**config.mk**
```make
export PLATFORM = sky130hd
export DESIGN_NAME = minmax_contrast_stretch_unit
export DESIGN_NICKNAME = d
export VERILOG_FILES = /design/src/rtl/mcs_pkg.sv /design/src/rtl/mcs_datapath.sv /design/src/rtl/mcs_controller.sv /design/src/rtl/minmax_contrast_stretch_unit.sv
export SDC_FILE = /design/constraint.sdc
export NUM_CORES = 1
export LEC_CHECK = 0
export ABC_AREA = 1
export BUFFER_PORTS_ARGS = -buffer_cell sky130_fd_sc_hd__buf_2
export CAP_MARGIN = 20
export CORE_UTILIZATION = 60
export DETAILED_ROUTE_END_ITERATION = 12
export HOLD_SLACK_MARGIN = 0.08
export PLACE_DENSITY_LB_ADDON = 0.3
export RECOVER_POWER = 50
export SLEW_MARGIN = 0
export SYNTH_ARGS = -nofsm -noshare
export SYNTH_HDL_FRONTEND = slang
export SYNTH_SLANG_ARGS = --single-unit
```
**constraint.sdc**
```tcl
create_clock -name clock -period 3.3 [get_ports clock]
set_clock_uncertainty 0.15 [all_clocks]
set_input_delay 0.66 -clock clock [delete_from_list [all_inputs] [get_ports clock]]
set_output_delay 0.66 -clock clock [all_outputs]
set_load 0.01 [all_outputs]
```
**src/rtl/mcs_pkg.sv**
```systemverilog
// ----------------------------------------------------------------------------
// mcs_pkg
// Shared types and constants for the min/max contrast stretch unit.
// ----------------------------------------------------------------------------
package mcs_pkg;

   localparam int PIXEL_W   = 8;
   localparam int NUM_W     = 2 * PIXEL_W;
   localparam int DIV_STEPS = NUM_W;
   localparam int CNT_W     = $clog2(DIV_STEPS);
   localparam int USER_W    = 2;

   localparam logic [PIXEL_W-1:0] FULL_SCALE = 8'd255;
   localparam logic [CNT_W-1:0]   LAST_STEP  = CNT_W'(DIV_STEPS - 1);

   // tuser bit positions
   localparam int USER_CMD_BIT   = 0;
   localparam int USER_START_BIT = 1;

   // command codes
   localparam logic CMD_MEASURE = 1'b0;
   localparam logic CMD_SCALE   = 1'b1;

   typedef enum logic [1:0] {
      ST_IDLE,
      ST_DIV,
      ST_HOLD
   } state_type;

   typedef struct packed {
      logic measure;   // update min/max from the input beat
      logic start;     // load numerator and divisor for a scale beat
      logic div_step;  // one restoring division step
      logic out_load;  // move finished quotient to the output register
   } ctrl_cmd_type;

   typedef struct packed {
      logic out_free;  // output register empty or being drained this cycle
   } ctrl_sts_type;

endpackage

```
**src/rtl/mcs_datapath.sv**
```systemverilog
// ----------------------------------------------------------------------------
// mcs_datapath
// Min/max tracking, numerator set-up, restoring divider and output register.
// ----------------------------------------------------------------------------
module mcs_datapath
   import mcs_pkg::*;
(
   input  logic                clock,
   input  logic                reset,
   input  ctrl_cmd_type        cmd,
   output ctrl_sts_type        sts,
   input  logic [PIXEL_W-1:0]  pixel,
   input  logic                frame_start,
   output logic                rsp_tvalid,
   input  logic                rsp_tready,
   output logic [PIXEL_W-1:0]  rsp_tdata
);

   logic [PIXEL_W-1:0] low_seen_ff, low_seen_in;
   logic [PIXEL_W-1:0] high_seen_ff, high_seen_in;
   logic [NUM_W-1:0]   num_ff, num_in;
   logic [PIXEL_W-1:0] rem_ff, rem_in;
   logic [PIXEL_W-1:0] divisor_ff, divisor_in;
   logic               zero_ff, zero_in;
   logic [PIXEL_W-1:0] rsp_data_ff, rsp_data_in;
   logic               rsp_valid_ff, rsp_valid_in;

   logic [PIXEL_W-1:0] diff;
   logic [PIXEL_W:0]   rem_shift;
   logic               fits;
   logic [PIXEL_W:0]   rem_sub;
   logic [PIXEL_W-1:0] result;

   assign diff      = pixel - low_seen_ff;
   assign rem_shift = {rem_ff, num_ff[NUM_W-1]};
   assign fits      = rem_shift >= {1'b0, divisor_ff};
   assign rem_sub   = rem_shift - {1'b0, divisor_ff};

   // quotient above full scale saturates
   assign result = zero_ff ? '0
                 : (|num_ff[NUM_W-1:PIXEL_W]) ? FULL_SCALE : num_ff[PIXEL_W-1:0];

   assign sts.out_free = !rsp_valid_ff || rsp_tready;

   always_comb begin
      low_seen_in  = low_seen_ff;
      high_seen_in = high_seen_ff;
      num_in       = num_ff;
      rem_in       = rem_ff;
      divisor_in   = divisor_ff;
      zero_in      = zero_ff;
      rsp_data_in  = rsp_data_ff;
      rsp_valid_in = rsp_valid_ff && !rsp_tready;

      if (cmd.measure) begin
         if (frame_start) begin
            low_seen_in  = pixel;
            high_seen_in = pixel;
         end else begin
            if (pixel < low_seen_ff) begin
               low_seen_in = pixel;
            end
            if (pixel > high_seen_ff) begin
               high_seen_in = pixel;
            end
         end
      end

      if (cmd.start) begin
         // (pixel - min) * 255 as (d << 8) - d
         num_in     = {diff, {PIXEL_W{1'b0}}} - {{PIXEL_W{1'b0}}, diff};
         rem_in     = '0;
         divisor_in = high_seen_ff - low_seen_ff;
         zero_in    = (high_seen_ff <= low_seen_ff) || (pixel <= low_seen_ff);
      end

      if (cmd.div_step) begin
         num_in = {num_ff[NUM_W-2:0], fits};
         rem_in = fits ? rem_sub[PIXEL_W-1:0] : rem_shift[PIXEL_W-1:0];
      end

      if (cmd.out_load) begin
         rsp_data_in  = result;
         rsp_valid_in = 1'b1;
      end
   end

   always_ff @(posedge clock) begin
      if (reset) begin
         low_seen_ff  <= '0;
         high_seen_ff <= '0;
         rsp_valid_ff <= 1'b0;
      end else begin
         low_seen_ff  <= low_seen_in;
         high_seen_ff <= high_seen_in;
         rsp_valid_ff <= rsp_valid_in;
      end
   end

   always_ff @(posedge clock) begin
      num_ff      <= num_in;
      rem_ff      <= rem_in;
      divisor_ff  <= divisor_in;
      zero_ff     <= zero_in;
      rsp_data_ff <= rsp_data_in;
   end

   assign rsp_tvalid = rsp_valid_ff;
   assign rsp_tdata  = rsp_data_ff;

   a_range_ordered: assert property (@(posedge clock) disable iff (reset)
      low_seen_ff <= high_seen_ff)
      else $error("stored minimum above stored maximum");

   a_load_shows: assert property (@(posedge clock) disable iff (reset)
      cmd.out_load |=> rsp_valid_ff)
      else $error("result load did not raise rsp_tvalid");

   a_remainder_bound: assert property (@(posedge clock) disable iff (reset)
      $past(cmd.div_step) && !zero_ff |-> rem_ff < divisor_ff)
      else $error("divider remainder not below divisor");

endmodule

```
**src/rtl/mcs_controller.sv**
```systemverilog
// ----------------------------------------------------------------------------
// mcs_controller
// Sequencer: accepts beats, runs the divider steps, hands off the result.
// ----------------------------------------------------------------------------
module mcs_controller
   import mcs_pkg::*;
(
   input  logic          clock,
   input  logic          reset,
   input  logic          req_tvalid,
   output logic          req_tready,
   input  logic          command,
   output ctrl_cmd_type  cmd,
   input  ctrl_sts_type  sts
);

   state_type        state_ff, state_in;
   logic [CNT_W-1:0] step_ff, step_in;
   logic             accept;

   assign accept = req_tvalid && req_tready;

   always_comb begin
      state_in     = state_ff;
      step_in      = step_ff;
      req_tready   = 1'b0;
      cmd          = '0;

      unique case (state_ff)
         ST_IDLE: begin
            req_tready = 1'b1;
            if (accept) begin
               if (command == CMD_SCALE) begin
                  cmd.start = 1'b1;
                  step_in   = '0;
                  state_in  = ST_DIV;
               end else begin
                  cmd.measure = 1'b1;
               end
            end
         end
         ST_DIV: begin
            cmd.div_step = 1'b1;
            step_in      = step_ff + 1'b1;
            if (step_ff == LAST_STEP) begin
               state_in = ST_HOLD;
            end
         end
         ST_HOLD: begin
            if (sts.out_free) begin
               cmd.out_load = 1'b1;
               state_in     = ST_IDLE;
            end
         end
         default: begin
            state_in = ST_IDLE;
         end
      endcase
   end

   always_ff @(posedge clock) begin
      if (reset) begin
         state_ff <= ST_IDLE;
         step_ff  <= '0;
      end else begin
         state_ff <= state_in;
         step_ff  <= step_in;
      end
   end

   a_scale_starts_div: assert property (@(posedge clock) disable iff (reset)
      accept && command == CMD_SCALE |=> state_ff == ST_DIV && step_ff == '0)
      else $error("scale beat did not start the divider");

   a_div_length: assert property (@(posedge clock) disable iff (reset)
      state_ff == ST_DIV && step_ff == LAST_STEP |=> state_ff == ST_HOLD)
      else $error("divider did not finish after its last step");

   a_load_when_free: assert property (@(posedge clock) disable iff (reset)
      cmd.out_load |-> sts.out_free)
      else $error("result loaded over a pending output beat");

endmodule

```
**src/rtl/minmax_contrast_stretch_unit.sv**
```systemverilog
// ----------------------------------------------------------------------------
// minmax_contrast_stretch_unit
// Two-pass min/max contrast stretch of 8-bit grayscale pixels.
// ----------------------------------------------------------------------------
// The host sends each frame twice on the req channel. tuser[0] picks the
// command: measure beats (0) widen the stored min/max range, and the beat
// with tuser[1] set loads both bounds from its pixel. Scale beats (1) return
// one rsp beat holding (pixel - min) * 255 / (max - min), truncated and
// saturated at 255; it is 0 when the range is empty or the pixel is at or
// below the minimum.
// A measure beat leaves the sequencer in ST_IDLE, so measure beats stream
// back to back. A scale beat holds off the next beat: its accepting cycle
// sets up the numerator, sixteen steps of the restoring divider follow and
// ST_HOLD then moves the quotient into the output register once that is
// free, from where the result shows on rsp.
// The output register parts the two sides: a stalled rsp beat does not stop
// measure beats or the next division; only the hand-off of a second result
// waits until the pending one is taken.
// Reset clears min and max to 0 and empties the output register.
// ----------------------------------------------------------------------------
module minmax_contrast_stretch_unit
   import mcs_pkg::*;
(
   input  logic                clock,
   input  logic                reset,
   input  logic                req_tvalid,
   output logic                req_tready,
   input  logic [PIXEL_W-1:0]  req_tdata,   // [7:0] pixel
   input  logic [USER_W-1:0]   req_tuser,   // [0] command, [1] frame_start
   output logic                rsp_tvalid,
   input  logic                rsp_tready,
   output logic [PIXEL_W-1:0]  rsp_tdata    // [7:0] scaled_pixel
);

   ctrl_cmd_type cmd;
   ctrl_sts_type sts;

   mcs_controller u_ctrl (
      .clock      (clock),
      .reset      (reset),
      .req_tvalid (req_tvalid),
      .req_tready (req_tready),
      .command    (req_tuser[USER_CMD_BIT]),
      .cmd        (cmd),
      .sts        (sts)
   );

   mcs_datapath u_dp (
      .clock       (clock),
      .reset       (reset),
      .cmd         (cmd),
      .sts         (sts),
      .pixel       (req_tdata),
      .frame_start (req_tuser[USER_START_BIT]),
      .rsp_tvalid  (rsp_tvalid),
      .rsp_tready  (rsp_tready),
      .rsp_tdata   (rsp_tdata)
   );

endmodule
```
==> results.sh, run 1 <==
export IMPL_r2r_end="u_dp.num_ff[6]"
export IMPL_postCtsResizedCells=0
export IMPL_routed_wl_um=8470
export IMPL_antenna_found_initial=0
export IMPL_leakage_uw=0.00199
export IMPL_cts_inserted_buffers=9
export IMPL_initial_core_util_pct=62.2
export IMPL_maxCapViolCount=0
export IMPL_avgSynthCellArea_sq_um=8.57
export IMPL_wire_per_inst_um=13.6
export IMPL_firstDrtPassIters=5
export IMPL_holdBufCountCts=0
export IMPL_p_switching_uw=782
export IMPL_syn_to_final_growth_pct=8.77
export IMPL_htreeDepth=3
export IMPL_ir_drop_v=0.000233
export IMPL_async_flop_share_pct=0
export IMPL_clockBufferDepth=2
export IMPL_cts_setup_buffers=0
export IMPL_ys_seq_area_share_pct=40.1
export IMPL_comb_power_share_pct=27.1
export IMPL_drt_iter0_drc=210
export IMPL_clock_sinks=64
export IMPL_routabilityCongestion=0.828
export IMPL_synth_edf_count=41
export IMPL_grt_max_degree=27
export IMPL_setup_tns_ns=0
export IMPL_synth_most_common_cell="nand2_1"
export IMPL_dpl_worst_slack_ns=0.366
export IMPL_vias=3355
export IMPL_synth_top_area_share_pct=29.2
export IMPL_die_w_um=85.9
export IMPL_drc=0
export IMPL_worst_pin_slew_ns=1.20
export IMPL_rsz0062_at_grt="no"
export IMPL_outcome="completed"
export IMPL_cp_arrival_ns=2.51
export IMPL_coreArea_sq_um=6790
export IMPL_drive_gt1_share_pct=16.0
export IMPL_synthTopCellsByArea="edfxtp_1, dfxtp_1, ha_1"
export IMPL_grt_overflow_total=0
export IMPL_fmax_mhz=394
export IMPL_dp_hpwl_um=6390
export IMPL_clock_latency_ns=0.36
export IMPL_crit_path_end_kind="register"
export IMPL_yosysUniqueCellTypes=43
export IMPL_clk_pin_slew_ns=0.08
export IMPL_grtUsageTotal_pct=25.1
export IMPL_min_period_over_period_pct=77.0
export IMPL_die_y_um=85.9
export IMPL_ant_nets=0
export IMPL_cp_max_fo=3
export IMPL_finalSetupViolations=0
export IMPL_pwr_share_clk_pct=31.7
export IMPL_p_int_uw=1610
export IMPL_grt_pass1_wl_um=14300
export IMPL_io_buffers=23
export IMPL_hold_viol=0
export IMPL_power_density_nw_per_um2=521
export IMPL_cts_tree="done"
export IMPL_nFillCells=561
export IMPL_diodes=0
export IMPL_holdCritPathClass="reg -> reg"
export IMPL_r2r_slack_ns=0.90
export IMPL_startpoint="req_tdata[0]"
export IMPL_crit_end="u_dp.num_ff[6]"
export IMPL_grt_pass1_vias=3188
export IMPL_synthCells=493
export IMPL_clock_root_buffer="clkbuf_8"
export IMPL_synth_ff_latch_count=64
export IMPL_routed_via_density=5.40
export IMPL_nNetsFinal=571
export IMPL_io_pins=24
export IMPL_ys_flop_type="edfxtp_1"
export IMPL_syn_area_sq_um=4220
export IMPL_fin_crit_ns=2.54
export IMPL_seq_area_sq_um=1690
export IMPL_synthTopCellsByCount="nand2_1, inv_1, a21oi_1"
export IMPL_worstSetupStartpointType="primary input"
export IMPL_criticalPathCategory="in -> reg"
export IMPL_relSlewSlack_pct=19.5
export IMPL_seqPwrFrac_pct=41.2
export IMPL_maxSlewViolCount=0
export IMPL_dieArea_sq_um=7380
export IMPL_yosysWarnings=0
export IMPL_worst_ep_required_time_ns=3.27
export IMPL_r2r_cells=13
export IMPL_timing_rr_start="u_dp.low_seen_ff[0]"
export IMPL_synth_area_leader_cell="edfxtp_1"
export IMPL_swShare_pct=32.7
export IMPL_fin_ws_ns=0.760
export IMPL_row_count=30
export IMPL_multi_input_area_sq_um=2150
export IMPL_synth_fp_nets=544
## logic make-up after synthesis
logic type / share of synthesized area (%)
XOR/XNOR: 2.28
AND/OR/NAND/NOR: 23.4
adder cells (fa/ha/maj): 11.5
buffers and inverters: 8.62
AO/OA/AOI/OAI: 14.1
flip-flops: 40.1
## routing by layer
layer / GRT usage, % / vias to the layer above / wire length, um
li1: - / 1709 / -
met1: 30.9 / 1550 / 3720
met2: 43.7 / 85 / 4170
met3: 4.81 / 11 / 437
met4: 9.55 / 0 / 139
met5: 0 / - / 0
## final cells by class
cell class | count | share of cell area, %
sequential | 64 | 36.8
clock inverter | 7 | 2.10
inverter | 79 | 6.51
clock buffer | 9 | 2.70
multi-input combinational | 340 | 46.7
tap | 96 | 2.62
timing repair buffer | 26 | 2.51
## power groups by stage
stage / sequential [uW] / clock (uW) / combinational (uW)
finish: 985 / 759 / 648
global route: 993 / 791 / 727
CTS: 987 / 765 / 647
detailed placement: 1000 / 0 / 642
global placement: 1000 / 0 / 614
floorplan: 992 / 0 / 519
## state kept, by name, summed over array words and instances (netlist names)
register and count:
u_dp.low_seen_ff 8, u_dp.rem_ff 8, u_dp.zero_ff 1, u_ctrl.state_ff 2, u_ctrl.step_ff 4, u_dp.num_ff 16, u_dp.high_seen_ff 8, u_dp.divisor_ff 8
u_dp.rsp_tvalid 1, u_dp.rsp_tdata 8
## per-stage QoR
stage	area [sq um]	hold slack [ns]	total power [uW]	util (%)	cells
CTS	4640	0.347	2400	68.2	621
global route	4590	0.364	2510	67.6	621
finish	4590	0.344	2390	67.6	621
floorplan	4220	0.306	1510	-	493
global placement	4420	0.329	1620	65.0	605
detailed placement	4420	0.335	1650	65.0	605
## placed cells by master (no fill, tap or decap), drive strengths merged, types with 2 or more instances in the layout
cell / synthesis / layout
a211oi: 3 / 3
a21oi: 55 / 55
buf: 8 / 12
bufinv: 0 / 2
clkbuf: 2 / 23
clkinv: 0 / 5
dfxtp: 23 / 23
edfxtp: 41 / 41
fa: 3 / 3
ha: 34 / 34
inv: 79 / 79
nand2: 99 / 99
nand3: 30 / 30
nand3b: 8 / 8
nand4: 4 / 4
nor2: 38 / 38
nor3: 7 / 7
nor3b: 2 / 2
o211ai: 2 / 2
o21a: 4 / 4
o21ai: 30 / 30
o31ai: 2 / 2
or2: 2 / 2
xnor2: 3 / 3
xor2: 8 / 8
## worst min-delay path by stage
stage                          end                 from  slack [ns]  cells after the start
2_1_floorplan  u_dp.low_seen_ff[2]  u_dp.low_seen_ff[2]        0.31                      2
3_3_place_gp   u_dp.low_seen_ff[4]  u_dp.low_seen_ff[4]        0.33                      2
3_5_place_dp   u_dp.low_seen_ff[0]  u_dp.low_seen_ff[0]        0.34                      2
4_1_cts        u_dp.low_seen_ff[4]  u_dp.low_seen_ff[4]        0.35                      2
5_1_grt        u_dp.low_seen_ff[0]  u_dp.low_seen_ff[0]        0.36                      2
6_report       u_dp.low_seen_ff[7]  u_dp.low_seen_ff[7]        0.34                      2
## worst max-delay path, stage by stage
cell and delay (ns):
buf_2 0.09, inv_1 0.07, ha_1 0.20, inv_1 0.11, fa_1 0.44, inv_1 0.10, ha_1 0.15, inv_1 0.05
nor2_2 0.15, nand2_2 0.09, nor2_4 0.11, nand2_1 0.06, nand2_1 0.07, nand3_2 0.07, o21a_1 0.10
Power figures use the tool's default switching activity.
==> run 2: changes to the inputs <==
--- a/config.mk
+++ b/config.mk
@@ -8,7 +8,7 @@
 export ABC_AREA = 1
 export BUFFER_PORTS_ARGS = -buffer_cell sky130_fd_sc_hd__buf_2
 export CAP_MARGIN = 20
-export CORE_UTILIZATION = 60
+export CORE_UTILIZATION = 56
 export DETAILED_ROUTE_END_ITERATION = 12
 export HOLD_SLACK_MARGIN = 0.08
 export PLACE_DENSITY_LB_ADDON = 0.3
==> constraint.sdc (replaced) <==
create_clock -name clock -period 2.1 [get_ports clock]
set_clock_uncertainty 0.15 [all_clocks]
set_input_delay 0.42 -clock clock [delete_from_list [all_inputs] [get_ports clock]]
set_output_delay 0.42 -clock clock [all_outputs]
set_load 0.01 [all_outputs]
==> results.sh, run 2 (synthesized netlist as in run 1, its figures left out) <==
export IMPL_ir_drop_v=0.000478
export IMPL_power_density_nw_per_um2=773
export IMPL_multi_input_area_sq_um=2540
export IMPL_p_int_uw=2850
export IMPL_crit_top_cell="nand2_1"
export IMPL_maxSlewViolCount=0
export IMPL_pwr_share_clk_pct=27.7
export IMPL_setup_tns_ns=-3.00
export IMPL_clock_root_buffer="clkbuf_8"
export IMPL_r2r_end="u_dp.num_ff[9]"
export IMPL_clockBufferDepth=2
export IMPL_cp_max_fo=4
export IMPL_worst_pin_slew_ns=0.508
export IMPL_vias=3794
export IMPL_routabilityCongestion=0.887
export IMPL_rsz0062_at_grt="yes"
export IMPL_firstDrtPassIters=5
export IMPL_holdCritStartpoint="reset"
export IMPL_io_buffers=23
export IMPL_worstSetupStartpointType="register"
export IMPL_largest_register_ffs=16
export IMPL_regMostFlops="u_dp.num_ff"
export IMPL_whs_path_depth=2
export IMPL_final_cell_mix="nand2_1, inv_1, buf_4"
export IMPL_fin_util_pct=76.7
export IMPL_nNetsFinal=641
export IMPL_htreeDepth=3
export IMPL_coreArea_sq_um=7250
export IMPL_grtUsageTotal_pct=25.7
export IMPL_wire_per_inst_um=15.6
export IMPL_ant_nets=0
export IMPL_comb_power_share_pct=36.0
export IMPL_antenna_found_initial=0
export IMPL_critPathTopFamily="simple AND/OR/NAND/NOR gates"
export IMPL_drc=0
export IMPL_grt_pass1_vias=3394
export IMPL_crit_path_end_kind="register"
export IMPL_clock_sinks=64
export IMPL_grt_pass1_wl_um=15200
export IMPL_dieArea_sq_um=7890
export IMPL_p_switching_uw=1450
export IMPL_nFillCells=491
export IMPL_cp_arrival_ns=2.30
export IMPL_drive_gt1_share_pct=34.1
export IMPL_initial_core_util_pct=58.2
export IMPL_swShare_pct=33.7
export IMPL_maxCapViolCount=0
export IMPL_drt_iter0_drc=204
export IMPL_relSlewSlack_pct=66.2
export IMPL_row_count=31
export IMPL_whs_endpoint="u_dp.low_seen_ff[0]"
export IMPL_fin_ws_ns=-0.244
export IMPL_clock_latency_ns=0.36
export IMPL_cts_inserted_buffers=9
export IMPL_max_stage_delay_ns=0.39
export IMPL_p_total_uw=4300
export IMPL_r2r_cells=15
export IMPL_cts_tree="done"
export IMPL_r2r_slack_ns=-0.24
export IMPL_finalSetupViolations=23
export IMPL_min_period_over_period_pct=112
export IMPL_fmax_mhz=427
export IMPL_timing_rr_start="u_dp.low_seen_ff[0]"
export IMPL_die_y_um=88.8
export IMPL_dp_hpwl_um=6950
export IMPL_seqPwrFrac_pct=36.3
export IMPL_hold_viol=0
export IMPL_fin_crit_ns=2.34
export IMPL_outcome="complete, but fails checks"
export IMPL_crit_chain="ha_4 -> inv_4 -> fa_2 -> nand2_2 -> nand3_4 -> nand3_2 -> nand2_1 -> nand2_1 -> nand2_2 -> nor2_4 -> nand2_2 -> nand2_1 -> nand2_1 -> nand3_1 -> nand2_1"
export IMPL_io_pins=24
export IMPL_clk_pin_slew_ns=0.07
export IMPL_final_common_cell="nand2_1"
export IMPL_worst_ep_required_time_ns=2.05
export IMPL_violations="negative setup slack"
export IMPL_leakage_uw=0.00239
export IMPL_diodes=0
export IMPL_syn_to_final_growth_pct=31.8
export IMPL_die_w_um=88.8
export IMPL_routed_via_density=5.47
export IMPL_criticalPathCategory="reg -> reg"
export IMPL_routed_wl_um=10800
export IMPL_holdCritPathClass="in -> reg"
export IMPL_seq_area_sq_um=1700
export IMPL_cp_slowest_cell="fa_2"
export IMPL_cp_num_buf_inv=1
export IMPL_grt_overflow_total=0
export IMPL_grt_max_degree=26
run 2: worst max path at each step:
stage / to / cells after the start / from / slack (ns)
5_1_grt: u_dp.num_ff[8] / 13 / u_dp.low_seen_ff[0] / -0.35
4_1_cts: u_dp.num_ff[9] / 12 / u_dp.low_seen_ff[0] / -0.21
2_1_floorplan: u_dp.num_ff[6] / 14 / req_tdata[0] / -0.18
3_5_place_dp: u_dp.num_ff[6] / 15 / req_tdata[0] / -0.53
6_report: u_dp.num_ff[9] / 15 / u_dp.low_seen_ff[0] / -0.24
3_3_place_gp: u_dp.num_ff[6] / 15 / req_tdata[0] / -0.43
run 2: per-layer routing:
metal	wire length [um]	GRT usage, %
met1	4370	30.9
met2	5660	45.1
met3	578	5.32
met4	222	9.68
met5	0	0
run 2: layout make-up:
cell class	instances	area share, %
Multi-Input combinational cell	342	45.7
Sequential cell	64	30.5
Timing Repair Buffer	94	11.9
Inverter	79	5.76
Clock buffer	9	2.23
Tap cell	99	2.23
Clock inverter	7	1.73
run 2: power groups by stage:
stage          Sequential (uW)  Combinational (uW)  Clock [uW]
5_1_grt                   1570                1690        1240
3_5_place_dp              1580                1210           0
4_1_cts                   1550                1290        1190
2_1_floorplan             1560                 838           0
6_report                  1560                1550        1190
3_3_place_gp              1580                1170           0
run 2: through the flow:
step	instances	hold WS, ns	instance area (sq um)	setup WS [ns]
finish	694	0.167	5560	-0.244
global route	694	0.167	5560	-0.351
CTS	684	0.158	5240	-0.212
detailed placement	662	0.354	4900	-0.533
global placement	662	0.330	4900	-0.426
floorplan	493	0.306	4290	-0.185
run 2: timing repair:
| item | CTS | global route |
|---|---|---|
| setup endpoints to repair | 30 | 42 |
| hold buffers | 0 | 0 |
| gates resized for setup | 24 | 48 |
| pin swaps | 17 | 23 |
| setup buffers | 6 | 9 |
| cloned | 1 | 1 |
